`src/wmdf_pkg.sv`:
```
package wmdf_pkg;

    localparam int CHAR_BINS           = 64;
    localparam int BIN_W               = 6;
    localparam int FIRST_CODE          = 63;
    localparam int LAST_CODE           = FIRST_CODE + CHAR_BINS - 1;
    localparam int MAX_WORDS_DEF       = 64;
    localparam int MAX_WORD_LENGTH_DEF = 255;
    localparam int QUEUE_DEPTH         = 4;
    localparam int QPTR_W              = 2;

    // classified character as handed from front to back
    typedef struct packed {
        logic             counted;
        logic [BIN_W-1:0] bin;
        logic             wend;
        logic             send;
    } wmdf_item_t;

endpackage

```
`src/wmdf_front.sv`:
```
module wmdf_front
(
    input  logic                clk,
    input  logic                rst_n,
    input  logic                in_valid,
    output logic                in_ready,
    input  logic [7:0]          in_code,
    input  logic                in_wend,
    input  logic                in_send,
    output logic                q_valid,
    output wmdf_pkg::wmdf_item_t q_item,
    input  logic                q_pop
);

    wmdf_pkg::wmdf_item_t           slot_reg [wmdf_pkg::QUEUE_DEPTH];
    logic [wmdf_pkg::QPTR_W-1:0]    wr_ptr_reg, wr_ptr_next;
    logic [wmdf_pkg::QPTR_W-1:0]    rd_ptr_reg, rd_ptr_next;
    logic [wmdf_pkg::QPTR_W:0]      fill_reg, fill_next;
    wmdf_pkg::wmdf_item_t           cls;
    logic                           push;
    logic                           pop;

    // map code to bin; codes outside the window touch no bin
    always_comb
    begin
        cls.counted = (in_code >= 8'(wmdf_pkg::FIRST_CODE))
                   && (in_code <= 8'(wmdf_pkg::LAST_CODE));
        cls.bin     = wmdf_pkg::BIN_W'(in_code - 8'(wmdf_pkg::FIRST_CODE));
        cls.wend    = in_wend;
        cls.send    = in_send;
    end

    assign in_ready = (fill_reg != (wmdf_pkg::QPTR_W+1)'(wmdf_pkg::QUEUE_DEPTH));
    assign push     = in_valid && in_ready;
    assign q_valid  = (fill_reg != '0);
    assign pop      = q_pop && q_valid;
    assign q_item   = slot_reg[rd_ptr_reg];

    always_comb
    begin
        wr_ptr_next = push ? wr_ptr_reg + 1'b1 : wr_ptr_reg;
        rd_ptr_next = pop  ? rd_ptr_reg + 1'b1 : rd_ptr_reg;
        fill_next   = fill_reg;
        if (push && !pop)
        begin
            fill_next = fill_reg + 1'b1;
        end
        else if (pop && !push)
        begin
            fill_next = fill_reg - 1'b1;
        end
    end

    always_ff @(posedge clk or negedge rst_n)
    begin
        if (!rst_n)
        begin
            wr_ptr_reg <= '0;
            rd_ptr_reg <= '0;
            fill_reg   <= '0;
        end
        else
        begin
            wr_ptr_reg <= wr_ptr_next;
            rd_ptr_reg <= rd_ptr_next;
            fill_reg   <= fill_next;
        end
    end

    always_ff @(posedge clk)
    begin
        if (push)
        begin
            slot_reg[wr_ptr_reg] <= cls;
        end
    end

endmodule

```
`config.mk`:
```
export PLATFORM = sky130hd
export DESIGN_NAME = wmdf_front
export DESIGN_NICKNAME = d
export VERILOG_FILES = /design/src/wmdf_pkg.sv /design/src/wmdf_front.sv
export SDC_FILE = /design/constraint.sdc
export NUM_CORES = 1
export LEC_CHECK = 0
export BUFFER_PORTS_ARGS = -buffer_cell sky130_fd_sc_hd__buf_2
export CAP_MARGIN = 10
export CORE_AREA = 2 2 61 63
export CTS_CLUSTER_SIZE = 10
export DETAILED_ROUTE_END_ITERATION = 8
export DIE_AREA = 0 0 63 65
export GPL_TIMING_DRIVEN = 0
export MAX_ROUTING_LAYER = met4
export PLACE_DENSITY = 0.76
export SLEW_MARGIN = 20
export SYNTH_ARGS = -nofsm -noshare
export SYNTH_HDL_FRONTEND = slang
export SYNTH_SLANG_ARGS = --single-unit
```
`constraint.sdc`:
```
create_clock -name clk -period 2.3 [get_ports clk]
set_input_delay 0.115 -clock clk [delete_from_list [all_inputs] [get_ports clk]]
set_output_delay 0.115 -clock clk [all_outputs]
set_load 0.02 [all_outputs]
```
* Word-level counts from Yosys, hierarchy flattened
Memories as Yosys holds them, arrays and structs flattened.
Index checks and enable logic that the tools add are counted.
** Operators by class
- Add/subtract/negate cells :: 5
- Multipliers :: 0
- Divide/modulo/power cells :: 0
- Magnitude comparators :: 2
- Equal/unequal tests :: 1
- Shifts and indexed selects :: 0
- Multiplexer cells :: 4
- Bitwise logic cells :: 0
- Reduce and logical (&&, ||, !) cells :: 9
** Operators by type and width (count)
- 8-bit by 6-bit >= comparator with 1-bit output (second input constant) :: 1
- 8-bit by 7-bit less-or-equal comparator with 1-bit output (second input constant) :: 1
- 3-bit 2-to-1 mux :: 2
- 6-bit subtractor (second input constant) :: 1
- 1-bit logical AND :: 5
- 2-bit by 1-bit adder with 2-bit output (second input constant) :: 2
- 3-bit by 1-bit adder with 3-bit output (second input constant) :: 1
- 3-bit != test (second input constant) :: 1
- 3-bit nonzero test :: 1
- 3-bit by 1-bit subtractor with 3-bit output (second input constant) :: 1
- 1-bit zero test :: 2
- 1-bit 2-to-1 mux :: 2
- 2-bit nonzero test :: 1
** Word-level totals
- Register bits :: 7
- Latch bits :: 0
- Memory bits (writable) :: 36
- ROM bits :: 0
- Output and inout bits :: 11
- Logic and storage cells :: 25
- Memories kept :: 1
** Memories
- slot_reg :: depth 4, bits a word 9, rd ports 1, clocked after Yosys merged registers in 0, write ports 1, line wmdf_front.sv:15 : wmdf_pkg::wmdf_item_t slot_reg [wmdf_pkg::QUEUE_DEPTH];

* Depth between registers and ports, before layout
Gate-level depths: netlist of run 1.
- Depth after elaboration :: 6
- Depth in mapped cells :: 8
- Mapped depth without buffers :: 8

* Least setup slack after synthesis of run 1
Ideal clock, no wire load.
- Path kind :: flip-flop to flip-flop
- Start :: register fill_reg[0] in the netlist's numbering
- End :: register fill_reg[2] in the netlist's numbering
- Data arrival time :: 1928 ps
- Required time :: 2221 ps
- Slack :: 292 ps
- Stages on the path, launching flop included :: 9
- Buffers on the path :: 0
- Clock period less this slack :: 2008 ps
- Cell sequence :: dfrtp_1 > or3_4 > nand2_4 > ha_1 > inv_1 > fa_1 > xor2_1 > nor2_1 > xor2_1
** On the way
- Longest elaborated chain between the ends :: 5
- Elaborated cells on any way between the ends :: 13
- Those cells by class :: add/sub (2); eq/ne (1); mux (2); reduce/logical (8)
** RTL lines
- start: declaration :: line wmdf_front.sv:18 : logic [wmdf_pkg::QPTR_W:0] fill_reg, fill_next;
- start signal: assignment :: line wmdf_front.sv:66 : fill_reg <= fill_next;
- 3-bit nonzero test (*) :: line wmdf_front.sv:35 : assign q_valid = (fill_reg != '0);
- net q_valid :: line wmdf_front.sv:10 : output logic q_valid,
- 1-bit logical AND (*) :: line wmdf_front.sv:36 : assign pop = q_pop && q_valid;
- 1-bit zero test :: line wmdf_front.sv:44 : if (push && !pop)
- 1-bit logical AND :: line wmdf_front.sv:44
- 3-bit 2-to-1 mux / 2-bit nonzero test (equally long branches)
Mark *: on every way through the listed nets, which the timed path passes. The rest lies on a longest branch. The select of a mux whose other input is x is not followed.
A chain may end at the register's enable or synchronous reset.

* Worst setup path in the final report of run 1
- Start :: register fill_reg[0] in the netlist's numbering
- End :: register fill_reg[2] in the netlist's numbering
** On the way
- Longest elaborated chain between the ends :: 5
- Elaborated cells on any way between the ends :: 13
- Those cells by class :: add/sub (2); eq/ne (1); mux (2); reduce/logical (8)
** RTL lines
- branches (longest 5 deep; another with 3-bit by 1-bit subtractor with 3-bit output)
Parallel ways; which one is timed is not known. The select of a mux whose other input is x is not followed.

==> results of run 1 <==
cell usage in the layout, fill, tap and decap left out, drive strengths merged, types with 3 or more instances in the layout:
cell type,count
and2,4
buf,26
clkbuf,5
dfrtp,7
dlygate4sd3,4
edfxtp,36
ha,7
inv,5
mux4,9
nand2,4
nand3,3
nor2,4
xnor2,6
xor2,4
logic make-up (layout without fill, tap and decap cells):
family,after synthesis,in the layout
adder cells (fa/ha/maj),8,8
AND/OR/NAND/NOR,17,17
flip-flops,43,43
AO/OA/AOI/OAI,3,3
multiplexers,11,11
XOR/XNOR,10,10
buffers and inverters,7,43
cell type report:
class                      instances  area (um^2)
buffer                             2         16.3
clock buffer                       5         37.5
timing repair buffer              28          160
clock inverter                     3         43.8
inverter                           5         18.8
fill                             270         1350
sequential                        43         1260
tap                               48         60.1
multi-input combinational         49          557
power by group:
part | internal (mW) | switching, mW
registers | 1.06 | 0.0995
logic | 0.432 | 0.537
clock network | 0.229 | 0.250
through the flow:
stage / instance area (um^2) / util / cells / setup WS, ns
2_1_floorplan: 1850 / - / 99 / 0.292
3_3_place_gp: 2030 / 0.580 / 171 / 0.276
3_5_place_dp: 2030 / 0.580 / 171 / 0.237
4_1_cts: 2140 / 0.612 / 182 / 0.176
5_1_grt: 2150 / 0.615 / 183 / 0.0468
6_report: 2150 / 0.615 / 183 / 0.183
path summary, 6_finish.rpt:
kind                          startpoint        endpoint  slack (ns)  cells after the start
min reg2reg                wr_ptr_reg[1]   wr_ptr_reg[1]        0.58                      1
max                          fill_reg[0]     fill_reg[2]        0.18                      8
min                           in_code[7]  slot_reg[2][8]        0.06                      2
max in group asynchronous          rst_n   wr_ptr_reg[0]        2.06                      2
max reg2reg                  fill_reg[0]     fill_reg[2]        0.18                      8
min in group asynchronous          rst_n   rd_ptr_reg[1]        0.09                      2
metal layers:
| layer | part of all wire | vias to the layer above | wire length (um) | GRT usage |
|---|---|---|---|---|
| met2 | 0.54 | 20 | 1640 | 0.302 |
| li1 | - | 445 | - | - |
| met3 | 0.046 | 6 | 139 | 0.0694 |
| met1 | 0.39 | 469 | 1170 | 0.183 |
| met4 | 0.023 | 0 | 68 | 0.0861 |
| met5 | 0 | - | 0 | - |
==> impl_metrics.ini, run 1 <==
[run_status]
outcome = completed

[drt]
drc = 0
vias = 940
vias_per_cell = 5.14
wirelength_mm = 3.01
ant_nets = 0
firstDrtPassIters = 4
wl_per_cell_um = 16.4
drt_iter0_markers = 73

[power]
leakagePower_nw = 0.816
power_density_nw_per_um2 = 1210
irDropWorstVdd_v = 0.000782
power_mw = 2.61

[clock_tree]
htree_levels = 2
cts_tree = built
cts.sinks = 43
cts_buffers = 5
clock-root-buffer = clkbuf_4
clock_latency_ns = 0.37
clk_path_buf_depth = 2
hold_buffers = 3
post_cts_resized = 0
postCtsSetupRepairBufs = 0
clkTransAtPathRegs_ns = 0.13

[synthesis]
synth_top_family_by_area = multiplexers
syn-num-nets = 121
synth_mux_area_frac = 0.122
avgSynthCellArea_um2 = 18.7
yosys_warnings = 0
ys_ff_latch = 43
synth_common_cells = edfxtp_1, mux4_2, dfrtp_1, ha_1, xnor2_1
synth-simple-area-share = 0.0555
synthAdderAreaFrac = 0.0582
async_reset_ff_frac = 0.163
synth_area_leader_cell = edfxtp_1
synthXorXnorAreaFrac = 0.0474
synth_top_area_share = 0.585
synth.most_common_cell = edfxtp_1
synth.distinct_cells = 24
syn-cell-area_um2 = 1850
synth_ff_type = edfxtp_1
syn_inst = 99
synth_edf_count = 36
synth_compound_gate_area_share = 0.0183
synthTopCellsByArea = edfxtp_1, mux4_2, dfrtp_1
yosysSeqAreaShare = 0.680

[worst_setup_path]
cp_top_family = simple AND/OR/NAND/NOR gates
crit_type = register to register
cp.required_ns = 2.60
crit_fanout = 4
start_kind = register
crit_buf_inv = 1
slowest_delay_ns = 0.47
arrival_ns = 2.41
cp_slowest_cell = dfrtp_1
endpoint_kind = register
path_cells = or3_4 > nand2_4 > ha_1 > inv_1 > fa_1 > xor2_1 > nor2_1 > xor2_1
worst_path_most_repeated_cell = xor2_1

[placed_design]
portBuffers = 24
dp_hpwl_mm = 2.05
routabilityCongestion = 0.841

[sta]
fin_crit_sh = 0.920
rsz0062_at_grt = no
clock.fmax_ghz = 0.472
fin_setup_tns_ns = 0
worstMarginPinSlew_ns = 0.565
slew_viol_final = 0
max_slew_margin = 0.621
hold_ws_ns = 0.0619
skew_ns = 0.00510
hold_viol_final = 0
finalSetupViolCount = 0
period_minus_slack_ns = 2.12

[floorplanning]
rows = 22
ioPinCount = 25
die_x_um = 63
initial_core_util = 0.529
fp.coreArea_um2 = 3500
die_h_um = 65
fp.dieArea_um2 = 4100

[global_routing]
grt_max_degree = 15
antenna_found_initial = 0
grt_pass1_wl_mm = 4.97
first_global_vias = 1040
grt-ovfl-total = 0
grtUsageTotal = 0.179

[layout]
num_antenna_cells = 0
finalNetCount = 156
post_route_cells_drive_above_1_share = 0.363
syn2layout_area_growth_pct = 16.3
largest_register_ffs = 36

[flow_run]
cap_violations = 0

[worst_hold_path]
hp-class = input pin to register
No activity file was read; power rests on OpenSTA's default activity.
==> inputs of run 2 (changes only) <==
--- a/config.mk
+++ b/config.mk
@@ -7,10 +7,10 @@
 export LEC_CHECK = 0
 export BUFFER_PORTS_ARGS = -buffer_cell sky130_fd_sc_hd__buf_2
 export CAP_MARGIN = 10
-export CORE_AREA = 2 2 61 63
+export CORE_AREA = 2 2 64 60
 export CTS_CLUSTER_SIZE = 10
 export DETAILED_ROUTE_END_ITERATION = 8
-export DIE_AREA = 0 0 63 65
+export DIE_AREA = 0 0 66 62
 export GPL_TIMING_DRIVEN = 0
 export MAX_ROUTING_LAYER = met4
 export PLACE_DENSITY = 0.76
@@ -18,3 +18,4 @@
 export SYNTH_ARGS = -nofsm -noshare
 export SYNTH_HDL_FRONTEND = slang
 export SYNTH_SLANG_ARGS = --single-unit
+export TNS_END_PERCENT = 20
==> run 2 against run 1 <==
  * Setup slack got worse by 0.059 ns
  * Critical path depth did not move
  * Routed wire length shrank 3.0%
  * Design area up 0.87%
  * Via count increased by 0.64%
  * Critical path type unchanged
  * Highest routed layer unchanged
==> impl_metrics.ini, run 2 (same netlist as run 1, synthesis figures left out) <==
[layout]
finalNetCount = 153
layout.cells.non_filler = 178
num_antenna_cells = 0
final_cell_mix = edfxtp_1, buf_2, mux4_2
post_route_cells_drive_above_1_share = 0.364
largest_register_ffs = 36
syn2layout_area_growth_pct = 17.3
final_common_cell = edfxtp_1

[sta]
worstMarginPinSlew_ns = 0.530
slew_viol_final = 0
skew_ns = 0.00885
hold_ws_ns = 0.0460
finalSetupViolCount = 0
max_slew_margin = 0.644
hold_viol_final = 0
clock.fmax_ghz = 0.460
fin_crit_sh = 0.946
rsz0062_at_grt = no
setup_slack_ns = 0.124
period_minus_slack_ns = 2.18
fin_setup_tns_ns = 0

[placed_design]
portBuffers = 24
placed_cells = 169
dp_slack_ns = 0.238
routabilityCongestion = 0.904

[power]
power_mw = 2.80
irDropWorstVdd_v = 0.000865
power_density_nw_per_um2 = 1290
leakagePower_nw = 0.824

[worst_setup_path]
crit_buf_inv = 1
rrSetupSlack_ns = 0.12
arrival_ns = 2.38
cp.required_ns = 2.51
endpoint_kind = register
startpoint = fill_reg[0]
cp_top_family = simple AND/OR/NAND/NOR gates
crit_fanout = 4
rr_worst_depth = 8
path_cells = or3_4 > nand2_4 > ha_1 > inv_1 > fa_1 > xor2_1 > nor2_1 > xor2_1
worst_path_most_repeated_cell = xor2_1
cp_slowest_cell = dfrtp_1
slowest_delay_ns = 0.45
start_kind = register
crit_path_end = fill_reg[2]
crit_cells = 8
r2r-end = fill_reg[2]
crit_type = register to register
crit-reg2reg-launch = fill_reg[0]

[drt]
drc = 0
firstDrtPassIters = 4
ant_nets = 0
vias_per_cell = 5.31
vias = 946
wl_per_cell_um = 16.4
wirelength_mm = 2.92
drt_iter0_markers = 44

[run_status]
outcome = completed

[clock_tree]
clk_path_buf_depth = 2
post_cts_resized = 0
clkTransAtPathRegs_ns = 0.07
cts.sinks = 43
clock-root-buffer = clkbuf_8
htree_levels = 2
cts_tree = built
cts_buffers = 5
clock_latency_ns = 0.29

[flow_run]
cap_violations = 0

[floorplanning]
fp.coreArea_um2 = 3520
initial_core_util = 0.525
rows = 21
die_h_um = 62
die_x_um = 66
ioPinCount = 25
fp.dieArea_um2 = 4090

[global_routing]
grtUsageTotal = 0.172
first_global_vias = 977
antenna_found_initial = 0
grt_max_degree = 14
grt_pass1_wl_mm = 4.64
grt-ovfl-total = 0

[worst_hold_path]
hp-class = input pin to register
run 2: cell types whose count changed in the layout (fill, tap and decap cells not counted), sizes merged:
cell         delta
dlygate4sd3     -3
clkinv          -2
clkbuf          +1
bufinv          +1
run 2: power breakdown:
group          internal [mW]  switching (mW)
sequential              1.06          0.0973
clock                  0.434           0.240
combinational          0.429           0.540
total                   1.92           0.877
run 2: per-layer routing:
layer / up-vias / global-route usage / part of all wire
li1: 436 / - / -
met1: 482 / 0.194 / 0.40
met2: 22 / 0.286 / 0.53
met3: 6 / 0.0450 / 0.047
met4: 0 / 0.0933 / 0.014
met5: - / - / 0
run 2: final cells by class:
| type | count | area, um^2 |
|---|---|---|
| multi-input cells | 49 | 557 |
| clock inverters | 2 | 60.1 |
| repair buffers | 25 | 130 |
| well taps | 46 | 57.6 |
| fillers | 272 | 1350 |
| inverters | 5 | 18.8 |
| plain buffers | 2 | 16.3 |
| flip-flops and latches | 43 | 1260 |
| clock buffers | 6 | 72.6 |
run 2: how the worst min path moves through the flow:
stage / from / end / slack (ns) / depth (start not counted)
after floorplan: rst_n / fill_reg[0] / -0.18 / 0
after global placement: rst_n / rd_ptr_reg[0] / -0.05 / 1
after detailed placement: rst_n / fill_reg[0] / -0.04 / 1
after CTS: in_wend / slot_reg[1][1] / 0.03 / 1
after global routing: in_send / slot_reg[2][0] / 0.03 / 1
final: in_send / slot_reg[0][0] / 0.05 / 1
run 2: timing repair:
item,CTS,global route
buffers inserted,0,0
hold buffers,1,0
endpoints found under the hold margin,7,0
run 2: worst register-to-register path: stages, from the launching register on:
cell     delay (ns)
dfrtp_1        0.45
or3_4          0.45
nand2_4        0.09
ha_1           0.19
inv_1          0.07
fa_1           0.39
xor2_1         0.17
nor2_1         0.12
xor2_1         0.17
run 2: stage by stage:
| step | utilization | instance area [um^2] |
|---|---|---|
| 3_5_place_dp | 0.575 | 2030 |
| 3_3_place_gp | 0.575 | 2030 |
| 4_1_cts | 0.616 | 2170 |
| 2_1_floorplan | - | 1850 |
| 6_report | 0.616 | 2170 |
| 5_1_grt | 0.616 | 2170 |
==> inputs of run 3 (changes only) <==
--- a/config.mk
+++ b/config.mk
@@ -14,6 +14,7 @@
 export GPL_TIMING_DRIVEN = 0
 export MAX_ROUTING_LAYER = met4
 export PLACE_DENSITY = 0.76
+export SETUP_SLACK_MARGIN = 0.3
 export SLEW_MARGIN = 20
 export SYNTH_ARGS = -nofsm -noshare
 export SYNTH_HDL_FRONTEND = slang
==> run 3 against run 2 <==
  * Sequential power about the same
  * Final cell count increased by 2.2%
  * Sequential cell count unchanged
  * Clock skew decreased by 0.0048 ns
  * Setup slack improved by 0.27 ns
  * Core utilization unchanged
  * Combinational power increased by 9%
  * Largest cell class unchanged
  * Routed wire length increased by 1.1%
==> impl_metrics.ini, run 3 (same netlist as run 1, synthesis figures left out) <==
[drt]
drc = 0
firstDrtPassIters = 4
ant_nets = 0
vias_per_cell = 5.30
vias = 964
wirelength_mm = 2.95
drt_iter0_markers = 48
wl_per_cell_um = 16.2

[worst_setup_path]
crit_type = register to register
start_kind = register
cp.required_ns = 2.50
endpoint_kind = register
crit_fanout = 2
arrival_ns = 2.11

[flow_run]
cap_violations = 0

[clock_tree]
clk_path_buf_depth = 2
cts.sinks = 43
cts_buffers = 5
clkTransAtPathRegs_ns = 0.07
cts_tree = built
clock-root-buffer = clkbuf_8
clock_latency_ns = 0.28
htree_levels = 2

[sta]
setup_slack_ns = 0.391
fin_crit_sh = 0.830
finalSetupViolCount = 0
slew_viol_final = 0
skew_ns = 0.00407
fin_setup_tns_ns = 0
worstMarginPinSlew_ns = 0.496
period_minus_slack_ns = 1.91
hold_viol_final = 0
rsz0062_at_grt = no
max_slew_margin = 0.667
clock.fmax_ghz = 0.524

[worst_hold_path]
hp-class = input pin to register

[layout]
largest_register_ffs = 36
num_antenna_cells = 0
utilization = 0.616
post_route_cells_drive_above_1_share = 0.412
syn2layout_area_growth_pct = 17.3
design_area_um2 = 2170
final_cell_mix = edfxtp_1, buf_2, mux4_2
final_common_cell = edfxtp_1
finalNetCount = 157

[placed_design]
dp_hpwl_mm = 2.03
portBuffers = 24
dp_slack_ns = 0.241
routabilityCongestion = 0.904
place_area_um2 = 2030

[floorplanning]
die_x_um = 66
ioPinCount = 25
initial_core_util = 0.525
fp.coreArea_um2 = 3520
fp.dieArea_um2 = 4090
die_h_um = 62
rows = 21

[power]
irDropWorstVdd_v = 0.000526
leakagePower_nw = 0.816
power_mw = 2.64
power_density_nw_per_um2 = 1220

[global_routing]
grt_pass1_wl_mm = 4.71
first_global_vias = 1002
grt-ovfl-total = 0
antenna_found_initial = 0
grt_max_degree = 14
grtUsageTotal = 0.173

[run_status]
outcome = completed
run 3: cell types whose count changed in the layout (fill, tap and decap cells not counted), sizes merged:
cell	previous run	this run
clkinv	0	1
bufinv	2	0
buf	26	30
clkinvlp	0	1
run 3: metrics by stage:
| stage | instances | hold slack [ns] |
|---|---|---|
| 2_1_floorplan | 99 | -0.181 |
| 3_3_place_gp | 169 | -0.0467 |
| 3_5_place_dp | 169 | -0.0426 |
| 4_1_cts | 182 | 0.0398 |
| 5_1_grt | 182 | 0.0337 |
| 6_report | 182 | 0.0523 |
run 3: final cells by class:
type / count / area (um^2)
inverters: 5 / 18.8
clock buffers: 6 / 72.6
clock inverters: 2 / 12.5
flip-flops and latches: 43 / 1260
fillers: 278 / 1350
repair buffers: 29 / 160
multi-input cells: 49 / 572
plain buffers: 2 / 16.3
well taps: 46 / 57.6
run 3: worst max-delay path: stages, from the launching register on:
cell and delay (ns):
dfrtp_2 0.42, or3_4 0.39, nand2_4 0.10, ha_4 0.13
inv_1 0.05, fa_2 0.32, xor2_1 0.15, nor2_1 0.11
xor2_1 0.17
run 3: layer usage:
layer  wire length [um]  GRT usage  up-vias  share of wire
met4                 41     0.0787        0          0.014
met1               1150      0.190      493           0.39
li1                   -          -      442              -
met3                123     0.0432        5          0.042
met2               1640      0.303       24           0.56
met5                  0          -        -              0
run 3: path summary, 6_finish.rpt:
check	start	slack, ns	endpoint	cells past startpoint
setup / recovery	fill_reg[2]	0.39	fill_reg[2]	8
hold / removal	in_send	0.05	slot_reg[2][0]	1
setup reg to reg	fill_reg[2]	0.39	fill_reg[2]	8
hold reg to reg	wr_ptr_reg[1]	0.57	wr_ptr_reg[1]	1
max in group asynchronous	rst_n	1.93	fill_reg[2]	2
min in group asynchronous	rst_n	0.20	rd_ptr_reg[1]	2
run 3: report_power, final:
group          switching [mW]  total (mW)  internal (mW)
registers              0.0714        1.14           1.07
logic                   0.578        1.06          0.483
clock network           0.231       0.443          0.212
run 3: what timing repair did:
action                                  CTS  global route
endpoints found under the setup margin    2             1
buffers inserted                          4             0
gates resized for setup                   4             1
endpoints found under the hold margin     7             0
pin swaps                                 3             2
hold buffers                              1             0
cloned                                    0             0
